`config.mk`:
```
export PLATFORM = sky130hd
export DESIGN_NAME = s2c_fold
export DESIGN_NICKNAME = d
export VERILOG_FILES = /design/src/rtl/s2c_pkg.sv /design/src/rtl/s2c_fold.sv
export SDC_FILE = /design/constraint.sdc
export NUM_CORES = 1
export LEC_CHECK = 0
export BUFFER_PORTS_ARGS = -buffer_cell sky130_fd_sc_hd__buf_2
export CAP_MARGIN = 5
export CELL_PAD_IN_SITES_DETAIL_PLACEMENT = 1
export CELL_PAD_IN_SITES_GLOBAL_PLACEMENT = 2
export CORE_MARGIN = 2
export CORE_UTILIZATION = 28
export DETAILED_ROUTE_END_ITERATION = 10
export PLACE_DENSITY = 0.77
export REMOVE_ABC_BUFFERS = 1
export SYNTH_ARGS = -nofsm -noshare
export SYNTH_HDL_FRONTEND = slang
export SYNTH_SLANG_ARGS = --single-unit
export TNS_END_PERCENT = 30
```
`constraint.sdc`:
```
create_clock -name clk -period 2.9 [get_ports clk]
set_clock_uncertainty 0.2 [all_clocks]
set_input_delay 0.29 -clock clk [delete_from_list [all_inputs] [get_ports clk]]
set_output_delay 0.29 -clock clk [all_outputs]
set_load 0.01 [all_outputs]
```
`src/rtl/s2c_pkg.sv`:
```
// shared types, constants and arctangent table for the spherical to cartesian converter
`timescale 1ns / 1ps

package s2c_pkg;

	// number of cordic micro-rotations, capped by the arctangent table length
	localparam int CORDIC_STAGES = 16;
	localparam int ATAN_LEN      = 24;
	localparam int CORDIC_STEPS  = (CORDIC_STAGES < ATAN_LEN) ? CORDIC_STAGES : ATAN_LEN;

	// q30 constants
	localparam logic signed [31:0] GAIN_Q30 = 32'sd652032874;
	localparam logic signed [31:0] ONE_Q30  = 32'sd1073741824;

	// atan(2^-i) in degrees, q24
	localparam logic signed [31:0] ATAN_Q24 [ATAN_LEN] = '{
		32'sd754974720, 32'sd445687602, 32'sd235489088, 32'sd119537938,
		32'sd60000934,  32'sd30029717,  32'sd15018523,  32'sd7509720,
		32'sd3754917,   32'sd1877466,   32'sd938734,    32'sd469367,
		32'sd234684,    32'sd117342,    32'sd58671,     32'sd29335,
		32'sd14668,     32'sd7334,      32'sd3667,      32'sd1833,
		32'sd917,       32'sd458,       32'sd229,       32'sd115
	};

	// one cordic lane: x is cos, y is sin, z is residual angle (q24 degrees)
	typedef struct packed {
		logic signed [31:0] x;
		logic signed [31:0] y;
		logic signed [31:0] z;
	} s2c_lane_t;

	// fields that ride alongside the angle lanes
	typedef struct packed {
		logic [15:0] rng;
		logic        last;
		logic        negc_el;
		logic        negc_az;
	} s2c_side_t;

endpackage

```
`src/rtl/s2c_fold.sv`:
```
// input stage: wraps both angles into one turn, folds them into +-90 degrees, scales to q24
`timescale 1ns / 1ps

module s2c_fold (
	input  logic                    clk,
	input  logic                    arst_n,
	input  logic                    in_valid,
	output logic                    in_ready,
	input  logic [15:0]             range_in,
	input  logic signed [14:0]      elevation_deg,
	input  logic signed [15:0]      azimuth_deg,
	input  logic                    last_point,
	output logic                    out_valid,
	input  logic                    out_ready,
	output logic signed [31:0]      out_z_el,
	output logic signed [31:0]      out_z_az,
	output s2c_pkg::s2c_side_t      out_side
);

	localparam logic signed [17:0] ANG_HALF = 18'sd23040;
	localparam logic signed [17:0] ANG_FULL = 18'sd46080;
	localparam logic signed [17:0] ANG_QTR  = 18'sd11520;

	typedef struct packed {
		logic               negc;
		logic signed [14:0] ang;
	} fold_t;

	function automatic fold_t fold_angle(input logic signed [16:0] a);
		logic signed [17:0] w;
		logic signed [17:0] f;
		fold_t              r;
		w = 18'(a);
		if (w >= ANG_HALF) begin
			w = w - ANG_FULL;
		end else if (w < -ANG_HALF) begin
			w = w + ANG_FULL;
		end
		r.negc = 1'b1;
		if (w > ANG_QTR) begin
			f = ANG_HALF - w;
		end else if (w < -ANG_QTR) begin
			f = -ANG_HALF - w;
		end else begin
			f      = w;
			r.negc = 1'b0;
		end
		r.ang = f[14:0];
		return r;
	endfunction

	fold_t              el_f;
	fold_t              az_f;
	logic               valid_s1;
	logic signed [31:0] z_el_s1;
	logic signed [31:0] z_az_s1;
	s2c_pkg::s2c_side_t side_s1;

	assign el_f = fold_angle(17'(elevation_deg));
	assign az_f = fold_angle(17'(azimuth_deg));

	assign in_ready = ~valid_s1 | out_ready;

	always_ff @(posedge clk or negedge arst_n) begin
		if (!arst_n) begin
			valid_s1 <= 1'b0;
		end else if (in_ready) begin
			valid_s1 <= in_valid;
		end
	end

	always_ff @(posedge clk) begin
		if (in_ready) begin
			// times 2^17 takes q7 degrees to q24
			z_el_s1         <= $signed({el_f.ang, 17'b0});
			z_az_s1         <= $signed({az_f.ang, 17'b0});
			side_s1.rng     <= range_in;
			side_s1.last    <= last_point;
			side_s1.negc_el <= el_f.negc;
			side_s1.negc_az <= az_f.negc;
		end
	end

	assign out_valid = valid_s1;
	assign out_z_el  = z_el_s1;
	assign out_z_az  = z_az_s1;
	assign out_side  = side_s1;

endmodule

```
; ---- Word level (Yosys, flattened, before mapping)
; Index checks and enable logic that the tools add are counted.
[classes]
addsub = 8
mul = 0
div = 0
n_lt_le_gt_ge = 8
n_eq_ne = 0
shift = 0
n_mux = 10
bitwise = 2
n_reduce_logical = 0
[op_table]
columns = op, count
row1 = 18-bit two-way mux, 4
row2 = 15-bit two-way mux, 4
row3 = "15-bit subtractor, first input constant", 4
row4 = "18-bit by 15-bit > comparator with 1-bit output, second input constant", 2
row5 = "18-bit by 15-bit less-than comparator with 1-bit output, second input constant", 2
row6 = "15-bit by 17-bit adder with 18-bit output, second input constant", 1
row7 = "16-bit by 17-bit adder with 18-bit output, second input constant", 1
row8 = "15-bit by 17-bit subtractor with 18-bit output, second input constant", 1
row9 = "16-bit by 17-bit subtractor with 18-bit output, second input constant", 1
row10 = "15-bit by 16-bit >= comparator with 1-bit output, second input constant", 1
row11 = "16-bit >= comparator, second input constant", 1
row12 = "15-bit by 16-bit less-than comparator with 1-bit output, second input constant", 1
row13 = "16-bit less-than comparator, second input constant", 1
row14 = 1-bit two-way mux, 2
row15 = 1-bit NOT, 1
row16 = 1-bit OR, 1
[word_totals]
reg_bits = 50
latch_bits = 0
ram_bits = 0
rom_bits = 0
in_bits = 52
output_inout_bits = 85
wordCells = 35
memories = 0

; ---- Depth between registers and ports, before layout
[depth]
depth_word = 6
depth_mapped = 15
depth_no_buf = 14

; ---- Worst setup path before layout
; OpenSTA, ideal clock, no wires.
[synth_timing]
kind = input-to-reg
startpoint = input port azimuth_deg[11]
endpoint = register z_az_s1[18] (netlist: out_z_az[18]) (data pin)
arrival_ns = 2.807
path_slack_ns = -0.367
cell_stages = 13
path_cell_list = inv_1 -> ha_1 -> nand2_1 -> nand3_1 -> a21oi_1 -> nor2_1 -> ha_1 -> clkbuf_1 -> o32ai_1 -> a2bb2oi_1 -> o311ai_2 -> a32oi_4 -> mux2_4
[synth_lines]
columns = item, line
row1 = start: declaration, s2c_fold.sv:11  ; input logic signed [15:0] azimuth_deg,
row2 = end signal: assignment, s2c_fold.sv:76  ; z_az_s1 <= $signed({az_f.ang, 17'b0});
row3 = end: declaration, s2c_fold.sv:56  ; logic signed [31:0] z_az_s1;

==> results.md <==
* Status: complete, no violations
* Die W at about 110 um
* Core Area at approximately 11000 um2
* Max Fanout on Critical Path at 8
* CTS sink count at 50
* RR Startpoint: out_valid
* Core Rows at 38
* FF/Latch Area at around 1500 um2
* RD Place Congestion at between 0.8 and 0.9
* WP data required at about 2.8 ns
* Top-count cell post-synth: edfxtp_1
* Yosys cell types at 55
* Number of synthesized flops with an enable pin at ~50
* Post-DP HPWL at between 6000 and 7000 um
* Fillcell total at about 1200
* Root Driver: clkbuf_8
* Clock transition at path regs at about 0.090 ns
* Die Span Y at between 100 and 150 um
* R2R setup slack at 1.18 ns
* Multi-input gate area at between 1000 and 1500 um2
* R2R depth at 2
* Tcrit/Tclk final at 0.991
* WS Path Type: in2reg
* Dpl cells at around 550
* Share of layout cells above drive strength 1 at 0.439
* Maximum VDD drop at ~260 uV
* RR Endpoint: out_side[0]
* Fin cells at ~590
* Largest net degree at the start of global routing at 23
* Initial DRC count at between 60 and 70
* Starting Density at 0.284
* Final WS setup at between 0.02 and 0.03 ns
* Worst Hold Class: in2reg
* Critical Path Source: azimuth_deg[10]
* I/O Buffers at around 100
* Area growth, synth to finish at 44.7%
* Synthesized instance count at about 280
* Gr ovfl total at 0
* Power Total at ~0.0020 W
* Top post-synthesis cells by area: edfxtp_1 48%, buf_4 8.4%, xnor2_1 3.7%, ha_1 2.9%, xor2_1 2.9%
* First-pass GRT wire length at 12600 um
* Relative max-transition margin at 0.600
* P_leak at approximately 1.9 nW
* CTS buffer count at 5
* DP Worst Slack at -0.625 ns
* # setup viols final at 0
* Share of the synthesized area in the top cell type at 0.484
* Final Hold Fails at 0
* WL final at 8530 um
* Clk_lat worst skew at approximately 0.3 ns
* PwrDens at 448 nW/um2
* Wirelength per Cell at 14.6 um
* Top_reg_cell synth: edfxtp_1
* ANT cells at 0
* Pins over their slew limit at 0
* Slew @ Worst Pin at 0.600 ns
* Asr flop ratio synth at 0.0200
* Routed via count at roughly 2700
* Deepest clock path buffer count at 2
* Fmax at between 300 and 400 MHz
* Mapped Avg Cell Area at 11.0 um2
* CTS tree: built
* Final #Nets at 505
* CP endpoint kind: flip-flop
* I/O Pins at 137
* Startpoint Class: input port
* Vias per cell at between 4 and 5
* Die area at roughly 12000 um2
* Synth area leader: edfxtp_1
* Synth Cell Area at around 3000 um2
* CP endpoint: out_z_az[18]
* #FFs+latches synth at 50
* Gr usage total at 0.137
* Number of global-route vias before repair at between 2000 and 3000
* Seq/Total Area, Yosys at 0.493
* RSZ-0062 raised after global routing: yes
* Yosys warnings at 0
* Post-layout min period at about 2.9 ns
* MaxCap Viol Count at 0
* H-tree levels at 2
* Residual DRC count at 0
* Antenna violations before repair at 0
* DRT Pass-1 Iters at 4
* Number of nets with antenna violations after routing at 0
* Crit path DAT at about 2.7 ns
* Top cells by count, synth: 49 x edfxtp_1, 34 x buf_4, 18 x nor2_1
-- cell families after synthesis --
logic type,synth area share
buf+inv,0.113
compound gates,0.166
fa+ha+maj,0.0288
other cells,0.00123
mux,0.0115
flops,0.493
xor+xnor,0.0663
simple gates,0.121
-- per-layer routing --
| metal | GRT usage | vias up | share of wire |
|---|---|---|---|
| li1 | - | 1294 | - |
| met1 | 0.156 | 1289 | 0.39 |
| met2 | 0.260 | 89 | 0.54 |
| met3 | 0.0259 | 9 | 0.058 |
| met4 | 0.0330 | 0 | 0.010 |
| met5 | 0 | - | 0 |
-- sequential cells by signal (all words and copies together), names as in the netlist --
register   count
out_valid      1
out_z_el      15
out_side      19
out_z_az      15
-- final cells by class --
cell class | instances | area share
repair buffers | 171 | 0.252
multi-input cells | 204 | 0.338
inverters | 14 | 0.0120
well taps | 140 | 0.0399
clock buffers | 6 | 0.0165
clock inverters | 1 | 0.00171
flip-flops and latches | 50 | 0.340
-- stage by stage --
| step | cell area (um2) | hold slack, ns | TNS [ns] | utilization |
|---|---|---|---|---|
| 3_3_place_gp | 3870 | -0.134 | -6.01 | 0.362 |
| 3_5_place_dp | 3870 | -0.132 | -7.71 | 0.362 |
| 6_report | 4400 | 0.0268 | 0 | 0.411 |
| 5_1_grt | 4400 | 0.0221 | -0.0978 | 0.411 |
| 2_1_floorplan | 2870 | -0.206 | -3.41 | - |
| 4_1_cts | 4190 | 0.0121 | 0 | 0.392 |
-- where the power goes --
part           switching [W]  internal [W]
Combinational       0.000349      0.000304
Clock               0.000221      0.000166
Sequential         0.0000222      0.000906
Total               0.000593       0.00138
-- cells in the final DEF (no fill, tap or decap), types with 3 or more instances in the layout --
| master | Yosys | routed |
|---|---|---|
| o31ai_1 | 4 | 3 |
| or3b_2 | 3 | 3 |
| nand3_1 | 6 | 4 |
| or4_1 | 4 | 4 |
| o211ai_1 | 3 | 3 |
| or2_2 | 4 | 4 |
| clkbuf_8 | 0 | 5 |
| o21a_1 | 5 | 5 |
| buf_2 | 1 | 100 |
| xnor2_1 | 13 | 12 |
| inv_1 | 14 | 13 |
| edfxtp_1 | 49 | 49 |
| dlygate4sd3_1 | 0 | 20 |
| nor3_1 | 4 | 4 |
| o21ai_0 | 12 | 9 |
| a21oi_1 | 10 | 8 |
| buf_6 | 1 | 6 |
| nor2_1 | 18 | 16 |
| xor2_1 | 10 | 10 |
| conb_1 | 1 | 34 |
| or3_1 | 4 | 4 |
| o22ai_1 | 4 | 4 |
| buf_4 | 34 | 45 |
| a21boi_0 | 4 | 3 |
| ha_1 | 7 | 5 |
| nand2_1 | 15 | 15 |
-- worst min path at each step --
stage	startpoint	endpoint	slack (ns)	depth (start not counted)
after floorplan	arst_n	out_valid	-0.21	0
after global placement	arst_n	out_valid	-0.13	1
after detailed placement	arst_n	out_valid	-0.13	1
after CTS	elevation_deg[14]	out_z_el[31]	0.01	1
after global routing	elevation_deg[14]	out_z_el[31]	0.02	1
final	elevation_deg[14]	out_z_el[31]	0.03	1
-- worst max-delay path, cell delays in order --
cell	delay, ns
buf_6	0.09
buf_6	0.12
ha_4	0.15
or4b_4	0.53
o311a_4	0.38
a211oi_4	0.33
o21ai_2	0.14
a32oi_4	0.37
mux2_4	0.33
-- repair_timing --
item | in CTS | in global routing
setup buffers | 1 | 7
hold buffers | 20 | 0
pin swaps | 2 | 19
endpoints found under the hold margin | 20 | 0
resized for setup | 8 | 33
endpoints found under the setup margin | 15 | 15
Power figures use the tool's default switching activity.
