[src/rtl/s2c_pkg.sv]
// shared types, constants and arctangent table for the spherical to cartesian converter
`timescale 1ns / 1ps

package s2c_pkg;

	// number of cordic micro-rotations, capped by the arctangent table length
	localparam int CORDIC_STAGES = 16;
	localparam int ATAN_LEN      = 24;
	localparam int CORDIC_STEPS  = (CORDIC_STAGES < ATAN_LEN) ? CORDIC_STAGES : ATAN_LEN;

	// q30 constants
	localparam logic signed [31:0] GAIN_Q30 = 32'sd652032874;
	localparam logic signed [31:0] ONE_Q30  = 32'sd1073741824;

	// atan(2^-i) in degrees, q24
	localparam logic signed [31:0] ATAN_Q24 [ATAN_LEN] = '{
		32'sd754974720, 32'sd445687602, 32'sd235489088, 32'sd119537938,
		32'sd60000934,  32'sd30029717,  32'sd15018523,  32'sd7509720,
		32'sd3754917,   32'sd1877466,   32'sd938734,    32'sd469367,
		32'sd234684,    32'sd117342,    32'sd58671,     32'sd29335,
		32'sd14668,     32'sd7334,      32'sd3667,      32'sd1833,
		32'sd917,       32'sd458,       32'sd229,       32'sd115
	};

	// one cordic lane: x is cos, y is sin, z is residual angle (q24 degrees)
	typedef struct packed {
		logic signed [31:0] x;
		logic signed [31:0] y;
		logic signed [31:0] z;
	} s2c_lane_t;

	// fields that ride alongside the angle lanes
	typedef struct packed {
		logic [15:0] rng;
		logic        last;
		logic        negc_el;
		logic        negc_az;
	} s2c_side_t;

endpackage

[src/rtl/s2c_scale.sv]
// clamp, two rounds of magnitude multiply with rounding, sign attach and output register
`timescale 1ns / 1ps

module s2c_scale (
	input  logic                    clk,
	input  logic                    arst_n,
	input  logic                    in_valid,
	output logic                    in_ready,
	input  s2c_pkg::s2c_lane_t      in_el,
	input  s2c_pkg::s2c_lane_t      in_az,
	input  s2c_pkg::s2c_side_t      in_side,
	output logic                    out_valid,
	input  logic                    out_ready,
	output logic signed [16:0]      x_out,
	output logic signed [16:0]      y_out,
	output logic signed [16:0]      z_out,
	output logic                    last_out
);

	function automatic logic [30:0] clamp_mag(input logic signed [31:0] v);
		logic [30:0] m;
		if (v > s2c_pkg::ONE_Q30 || v < -s2c_pkg::ONE_Q30) begin
			m = s2c_pkg::ONE_Q30[30:0];
		end else if (v[31]) begin
			m = 31'(-v);
		end else begin
			m = v[30:0];
		end
		return m;
	endfunction

	// (p + 2^29) >> 30, never above the 16 bit factor
	function automatic logic [15:0] round_q30(input logic [46:0] p);
		return p[45:30] + {15'b0, p[29]};
	endfunction

	function automatic logic signed [16:0] apply_sign(input logic [15:0] m, input logic neg);
		logic signed [16:0] s;
		s = $signed({1'b0, m});
		return neg ? -s : s;
	endfunction

	logic       valid_s1, valid_s2, valid_s3, valid_s4, valid_s5;
	wire  [5:0] ld;

	// stage 1: clamp and magnitudes
	logic [30:0]        ce_mag_s1, se_mag_s1, ca_mag_s1, sa_mag_s1;
	logic               ce_neg_s1, se_neg_s1, ca_neg_s1, sa_neg_s1;
	logic [15:0]        rng_s1;
	logic               last_s1;
	// stage 2: range times elevation terms
	logic [46:0]        prc_s2, pz_s2;
	logic [30:0]        ca_mag_s2, sa_mag_s2;
	logic               ce_neg_s2, se_neg_s2, ca_neg_s2, sa_neg_s2;
	logic               last_s2;
	// stage 3: first rounding
	logic [15:0]        rc_s3;
	logic signed [16:0] z_s3;
	logic [30:0]        ca_mag_s3, sa_mag_s3;
	logic               xneg_s3, yneg_s3;
	logic               last_s3;
	// stage 4: horizontal range times azimuth terms
	logic [46:0]        px_s4, py_s4;
	logic signed [16:0] z_s4;
	logic               xneg_s4, yneg_s4;
	logic               last_s4;
	// stage 5: output register
	logic signed [16:0] x_s5, y_s5, z_s5;
	logic               last_s5;

	assign ld[5]    = out_ready;
	assign ld[4]    = ~valid_s5 | ld[5];
	assign ld[3]    = ~valid_s4 | ld[4];
	assign ld[2]    = ~valid_s3 | ld[3];
	assign ld[1]    = ~valid_s2 | ld[2];
	assign ld[0]    = ~valid_s1 | ld[1];
	assign in_ready = ld[0];

	always_ff @(posedge clk or negedge arst_n) begin
		if (!arst_n) begin
			valid_s1 <= 1'b0;
			valid_s2 <= 1'b0;
			valid_s3 <= 1'b0;
			valid_s4 <= 1'b0;
			valid_s5 <= 1'b0;
		end else begin
			if (ld[0]) valid_s1 <= in_valid;
			if (ld[1]) valid_s2 <= valid_s1;
			if (ld[2]) valid_s3 <= valid_s2;
			if (ld[3]) valid_s4 <= valid_s3;
			if (ld[4]) valid_s5 <= valid_s4;
		end
	end

	always_ff @(posedge clk) begin
		if (ld[0]) begin
			ce_mag_s1 <= clamp_mag(in_el.x);
			se_mag_s1 <= clamp_mag(in_el.y);
			ca_mag_s1 <= clamp_mag(in_az.x);
			sa_mag_s1 <= clamp_mag(in_az.y);
			// folded angles flip the cosine sign
			ce_neg_s1 <= in_side.negc_el ^ in_el.x[31];
			se_neg_s1 <= in_el.y[31];
			ca_neg_s1 <= in_side.negc_az ^ in_az.x[31];
			sa_neg_s1 <= in_az.y[31];
			rng_s1    <= in_side.rng;
			last_s1   <= in_side.last;
		end
		if (ld[1]) begin
			prc_s2    <= {31'b0, rng_s1} * {16'b0, ce_mag_s1};
			pz_s2     <= {31'b0, rng_s1} * {16'b0, se_mag_s1};
			ca_mag_s2 <= ca_mag_s1;
			sa_mag_s2 <= sa_mag_s1;
			ce_neg_s2 <= ce_neg_s1;
			se_neg_s2 <= se_neg_s1;
			ca_neg_s2 <= ca_neg_s1;
			sa_neg_s2 <= sa_neg_s1;
			last_s2   <= last_s1;
		end
		if (ld[2]) begin
			rc_s3     <= round_q30(prc_s2);
			z_s3      <= apply_sign(round_q30(pz_s2), se_neg_s2);
			ca_mag_s3 <= ca_mag_s2;
			sa_mag_s3 <= sa_mag_s2;
			xneg_s3   <= ce_neg_s2 ^ ca_neg_s2;
			yneg_s3   <= ce_neg_s2 ^ sa_neg_s2;
			last_s3   <= last_s2;
		end
		if (ld[3]) begin
			px_s4   <= {31'b0, rc_s3} * {16'b0, ca_mag_s3};
			py_s4   <= {31'b0, rc_s3} * {16'b0, sa_mag_s3};
			z_s4    <= z_s3;
			xneg_s4 <= xneg_s3;
			yneg_s4 <= yneg_s3;
			last_s4 <= last_s3;
		end
		if (ld[4]) begin
			x_s5    <= apply_sign(round_q30(px_s4), xneg_s4);
			y_s5    <= apply_sign(round_q30(py_s4), yneg_s4);
			z_s5    <= z_s4;
			last_s5 <= last_s4;
		end
	end

	assign out_valid = valid_s5;
	assign x_out     = x_s5;
	assign y_out     = y_s5;
	assign z_out     = z_s5;
	assign last_out  = last_s5;

endmodule

[config.mk]
export PLATFORM = sky130hd
export DESIGN_NAME = s2c_scale
export DESIGN_NICKNAME = d
export VERILOG_FILES = /design/src/rtl/s2c_pkg.sv /design/src/rtl/s2c_scale.sv
export SDC_FILE = /design/constraint.sdc
export NUM_CORES = 2
export LEC_CHECK = 0
export ABC_AREA = 1
export BUFFER_PORTS_ARGS = -buffer_cell sky130_fd_sc_hd__buf_2
export CORE_MARGIN = 4
export CORE_UTILIZATION = 35
export CTS_CLUSTER_SIZE = 12
export DETAILED_ROUTE_END_ITERATION = 6
export GPL_ROUTABILITY_DRIVEN = 0
export PLACE_DENSITY = 0.53
export SLEW_MARGIN = 20
export SYNTH_ARGS = -nofsm -noshare
export SYNTH_HDL_FRONTEND = slang
export SYNTH_SLANG_ARGS = --single-unit
[constraint.sdc]
create_clock -name clk -period 21.9 [get_ports clk]
set_clock_uncertainty 0.2 [all_clocks]
set_input_delay 6.57 -clock clk [delete_from_list [all_inputs] [get_ports clk]]
set_output_delay 6.57 -clock clk [all_outputs]
set_load 0.005 [all_outputs]
## After elaboration in Yosys (flattened, before gate mapping)

Index checks and enable logic that the tools add are counted.

| storage, ports and cells | value |
|---|---|
| logic and storage cells | 92 |
| bits in registers | 571 |
| output and inout port bits | 54 |
| input bits | 215 |

| cells by class | value |
|---|---|
| reductions and logical operators | 4 |
| add/sub/neg operators | 11 |
| bitwise operators | 14 |
| multiply operators | 4 |
| mux-type cells | 7 |
| magnitude comparators | 8 |

Operators with widths:

| cell | number |
|---|---|
| $mul 16x31->46 | 4 |
| $gt 32x32->1 const B | 4 |
| $lt 32x31->1 const B | 4 |
| $mux 31 | 4 |
| $neg 31->31 | 4 |
| $add 16x1->16 | 4 |
| $neg 16->17 | 3 |
| $mux 16 | 3 |
| $not 1->1 | 5 |
| $or 1x1->1 | 5 |
| $logic_or 1x1->1 | 4 |
| $xor 1x1->1 | 4 |

## Depth between registers and ports, before layout

| depth | value |
|---|---|
| word-level depth | 6 |
| mapped depth | 28 |

## Worst setup path before layout

OpenSTA, ideal clock, no wires.

| timing | value |
|---|---|
| path type | input-to-output |
| from | input out_ready |
| to | output in_ready |
| data required time | 15.130 ns |
| stages | 8 |
| slack | 0.818 ns |
| arrival time | 14.312 ns |
| cell sequence | nor2_1 inv_1 nor2_1 inv_1 nor2_1 inv_1 nor2_1 nand2_1 |

| between the ends | value |
|---|---|
| cells in the longest elaborated chain, start to end | 5 |

Ends and longest elaborated chain:

| element | RTL line | source |
|---|---|---|
| from (decl) | s2c_scale.sv:13 | `input logic out_ready,` |
| $or 1x1->1 | s2c_scale.sv:72 | `assign ld[4] = ~valid_s5 \| ld[5];` |
| net ld[4] | s2c_scale.sv:44 | `wire [5:0] ld;` |
| $or 1x1->1 | s2c_scale.sv:73 | `assign ld[3] = ~valid_s4 \| ld[4];` |
| net ld[3] | s2c_scale.sv:44 |  |
| $or 1x1->1 | s2c_scale.sv:74 | `assign ld[2] = ~valid_s3 \| ld[3];` |
| net ld[2] | s2c_scale.sv:44 |  |
| $or 1x1->1 | s2c_scale.sv:75 | `assign ld[1] = ~valid_s2 \| ld[2];` |
| $or 1x1->1 | s2c_scale.sv:76 | `assign ld[0] = ~valid_s1 \| ld[1];` |
| to (decl) | s2c_scale.sv:8 | `output logic in_ready,` |

The timed path passes the listed nets, and every way through them passes these cells.

## Worst setup path after layout

Ends and elaborated chain as after synthesis.

==> metrics.md <==
| Metric | Value |
|---|---|
| # DRC | `0` |
| Number of iterations in the first detailed-routing pass | `6` |
| DIE AREA | `252,000 um^2` |
| First-pass GRT wire length | `approximately 380,000 um` |
| Share of cells above drive strength 1 | `4.06%` |
| Final ANT Viol Nets | `0` |
| Wire per inst | `about 16 um` |
| Via count | `between 60,000 and 70,000` |
| CORE AREA | `243,000 um^2` |
| Post-synthesis register bit count | `455` |
| Setup violators final | `0` |
| CTS tree | `yes` |
| I/O Buffers | `204` |
| Die X | `502 um` |
| CP Capture Type | `output pin` |
| Fin Setup TNS | `0 ns` |
| Clock transition at path regs | `0.06 ns` |
| Post-CTS Resized | `0` |
| Total GRT Usage | `18.3%` |
| Largest net degree at the start of global routing | `63` |
| Initial core utilization | `between 30% and 40%` |
| Hold Crit Start | `ca_mag_s2[24]` |
| Root buffer cell | `clkbuf_16` |
| Synthesized netlist net count | `around 13,000` |
| Layout overhead on the synthesized area | `6.17%` |
| Fmax | `roughly 63 MHz` |
| Crit path time final | `15.75 ns` |
| Hold violation count in the final report | `0` |
| Slew Limit Fails | `0` |
| CTS Buffer Depth | `3` |
| Hold Path Class | `flop to flop` |
| CP Class | `input port to output pin` |
| Fin crit share | `a little under three quarters` |
| Area leader, netlist | `fa_1` |
| Num CTS Buffers | `53` |
| Max-slew headroom | `28.5%` |
| Layout Utilization | `37.3%` |
| Synth cell types | `50` |
| Cell area after synthesis | `85,600 um^2` |
| Die height | `502 um` |
| Crit start category | `input port` |
| Hold Path Depth | `0` |
| Mean Syn Cell Area | `7.98 um^2` |
| IO Pins | `roughly 270` |
| CP required | `15.13 ns` |
| Max-cap viol count | `0` |
| Worst r2r dst | `prc_s2[39]` |
| Hold_ws | `0.210 ns` |
| Clock sink count | `455` |
| CTS H-Tree Depth | `2` |
| Vias per cell | `roughly 4.8` |
| FF-to-FF path depth | `19` |
| Top cell type's share of synthesized area | `between 30% and 40%` |
| Hold Buf Count CTS | `0` |
| Worst-margin pin slew | `around 1.1 ns` |
| Mapped Cells | `10,700` |
| RR Startpoint | `rng_s1[7]` |
| Nets | `about 13,000` |
| Rows | `approximately 180` |
| Yosys warning total | `0` |
| Unrepaired setup endpoints after global routing | `no` |
| Status | `finished clean` |
| Grt ovf | `0` |
| Worst-skew pair later-pin latency | `0.68 ns` |
| WP data arrival | `8.98 ns` |
| Endpoint, Worst Hold | `ca_mag_s3[24]` |
| Critical Path Source | `out_ready` |
| Iteration-0 DRC Markers | `3,871` |
| Crit path max fanout | `56` |
| Synth top area cells | `fa_1 (38%), edfxtp_1 (16%), inv_1 (13%)` |
| Sequential fraction of the synthesis area | `about 16%` |
| Number of global-route vias before repair | `around 70,000` |
| Routed wire length | `226,000 um` |
| Postcts setup bufs | `0` |
| DP HPWL | `176,000 um` |
| Initial antenna violation count | `3` |
| Setup slack, reg-to-reg | `14.60 ns` |
-- sequential cells by signal, indices dropped and copies added, names as in the netlist, 31 cells and up --
name / flops
ca_mag_s1: 31
ca_mag_s2: 31
ca_mag_s3: 31
ce_mag_s1: 31
sa_mag_s1: 31
sa_mag_s2: 31
sa_mag_s3: 31
se_mag_s1: 31
-- how the worst max path moves through the flow --
stage,to,slack (ns),cells after the start
final,in_ready,6.15,11
after detailed placement,in_ready,6.11,11
after global placement,in_ready,6.12,11
after CTS,in_ready,6.11,11
after floorplan,in_ready,0.82,8
after global routing,in_ready,5.92,11
-- cells in the mapped netlist (all sizes together) --
cell and n:
clkbuf 480, o211ai 3, a21boi 13, nand2 2928, o311ai 1, a21oi 261, xor2 144, o31ai 3
edfxtp 450, a21o 20, nor4 9, and3 1, ha 463, clkinv 3, nand3b 14, buf 14
nand2b 1, nand4 85, or2 4, a211oi 1, nor3b 2, nand3 232, and2 4, xnor2 59
o21a 22, dfrtp 5, nor2 620, nor3 67, o21bai 23, fa 1608, a211o 1, a31oi 13
o41ai 2, inv 2949, o21ai 212
-- final cells by class --
type	count	area [um^2]
Antenna cell	3	7.51
Clock buffer	61	1360
Clock inverter	29	293
Fill cell	25300	152000
Inverter	2952	11100
Multi-Input combinational cell	6816	58900
Sequential cell	455	13600
Tap cell	3202	4010
Timing Repair Buffer	270	1520
-- through the flow --
| stage | instances | setup WS, ns | cell area, um^2 |
|---|---|---|---|
| 5_1_grt | 13800 | 5.92 | 90800 |
| 4_1_cts | 13800 | 6.11 | 90800 |
| 3_5_place_dp | 13700 | 6.11 | 89200 |
| 3_3_place_gp | 13700 | 6.12 | 89200 |
| 6_report | 13800 | 6.15 | 90800 |
| 2_1_floorplan | 10700 | 0.818 | 85600 |
-- cell usage in the layout, fill, tap and decap left out, types with 4 or more instances in the layout --
cell and instances:
a21boi_0 13, a21o_1 20, a21oi_1 260, a31oi_1 13, and2_1 4, buf_2 204, buf_4 66, clkbuf_1 8
clkbuf_16 53, clkinv_1 9, clkinv_2 7, clkinvlp_4 4, dfrtp_1 5, edfxtp_1 450, fa_1 1608, ha_1 463
inv_1 2945, nand2_1 2920, nand2_2 7, nand3_1 230, nand3b_1 13, nand4_1 82, nor2_1 570, nor2_2 11
nor2_4 39, nor3_1 59, nor3_2 7, nor4_1 9, o21a_1 22, o21ai_0 207, o21ai_1 4, o21bai_1 23
or2_2 4, xnor2_1 59, xor2_1 144
-- cells by family after synthesis --
family / count (synthesis) / synth area share (%)
simple gates: 3967 / 18.7
compound gates: 575 / 3.65
buf+inv: 3446 / 15.2
flops: 455 / 15.9
xor+xnor: 203 / 2.08
fa+ha+maj: 2071 / 44.4
-- layer usage --
layer  routed length, um  GRT usage [%]  up-vias
met2              111000           32.2     1736
met4                6360           4.93        0
li1                    -              -    30500
met5                   0              0        -
met1               96700           24.3    32900
met3               11400           1.74      319
-- critical path, stage by stage --
cell and delay, ns:
buf_2 0.10, nor2_1 0.13, inv_2 0.05, nor2_1 0.13, inv_2 0.05, buf_4 0.39, nor2_1 0.29, inv_4 0.23
nor2_1 0.38, nand2_4 0.35, buf_2 0.25
Power is not shown: default switching activity piles up to over one toggle a cycle in this logic, so the estimate is an artifact.
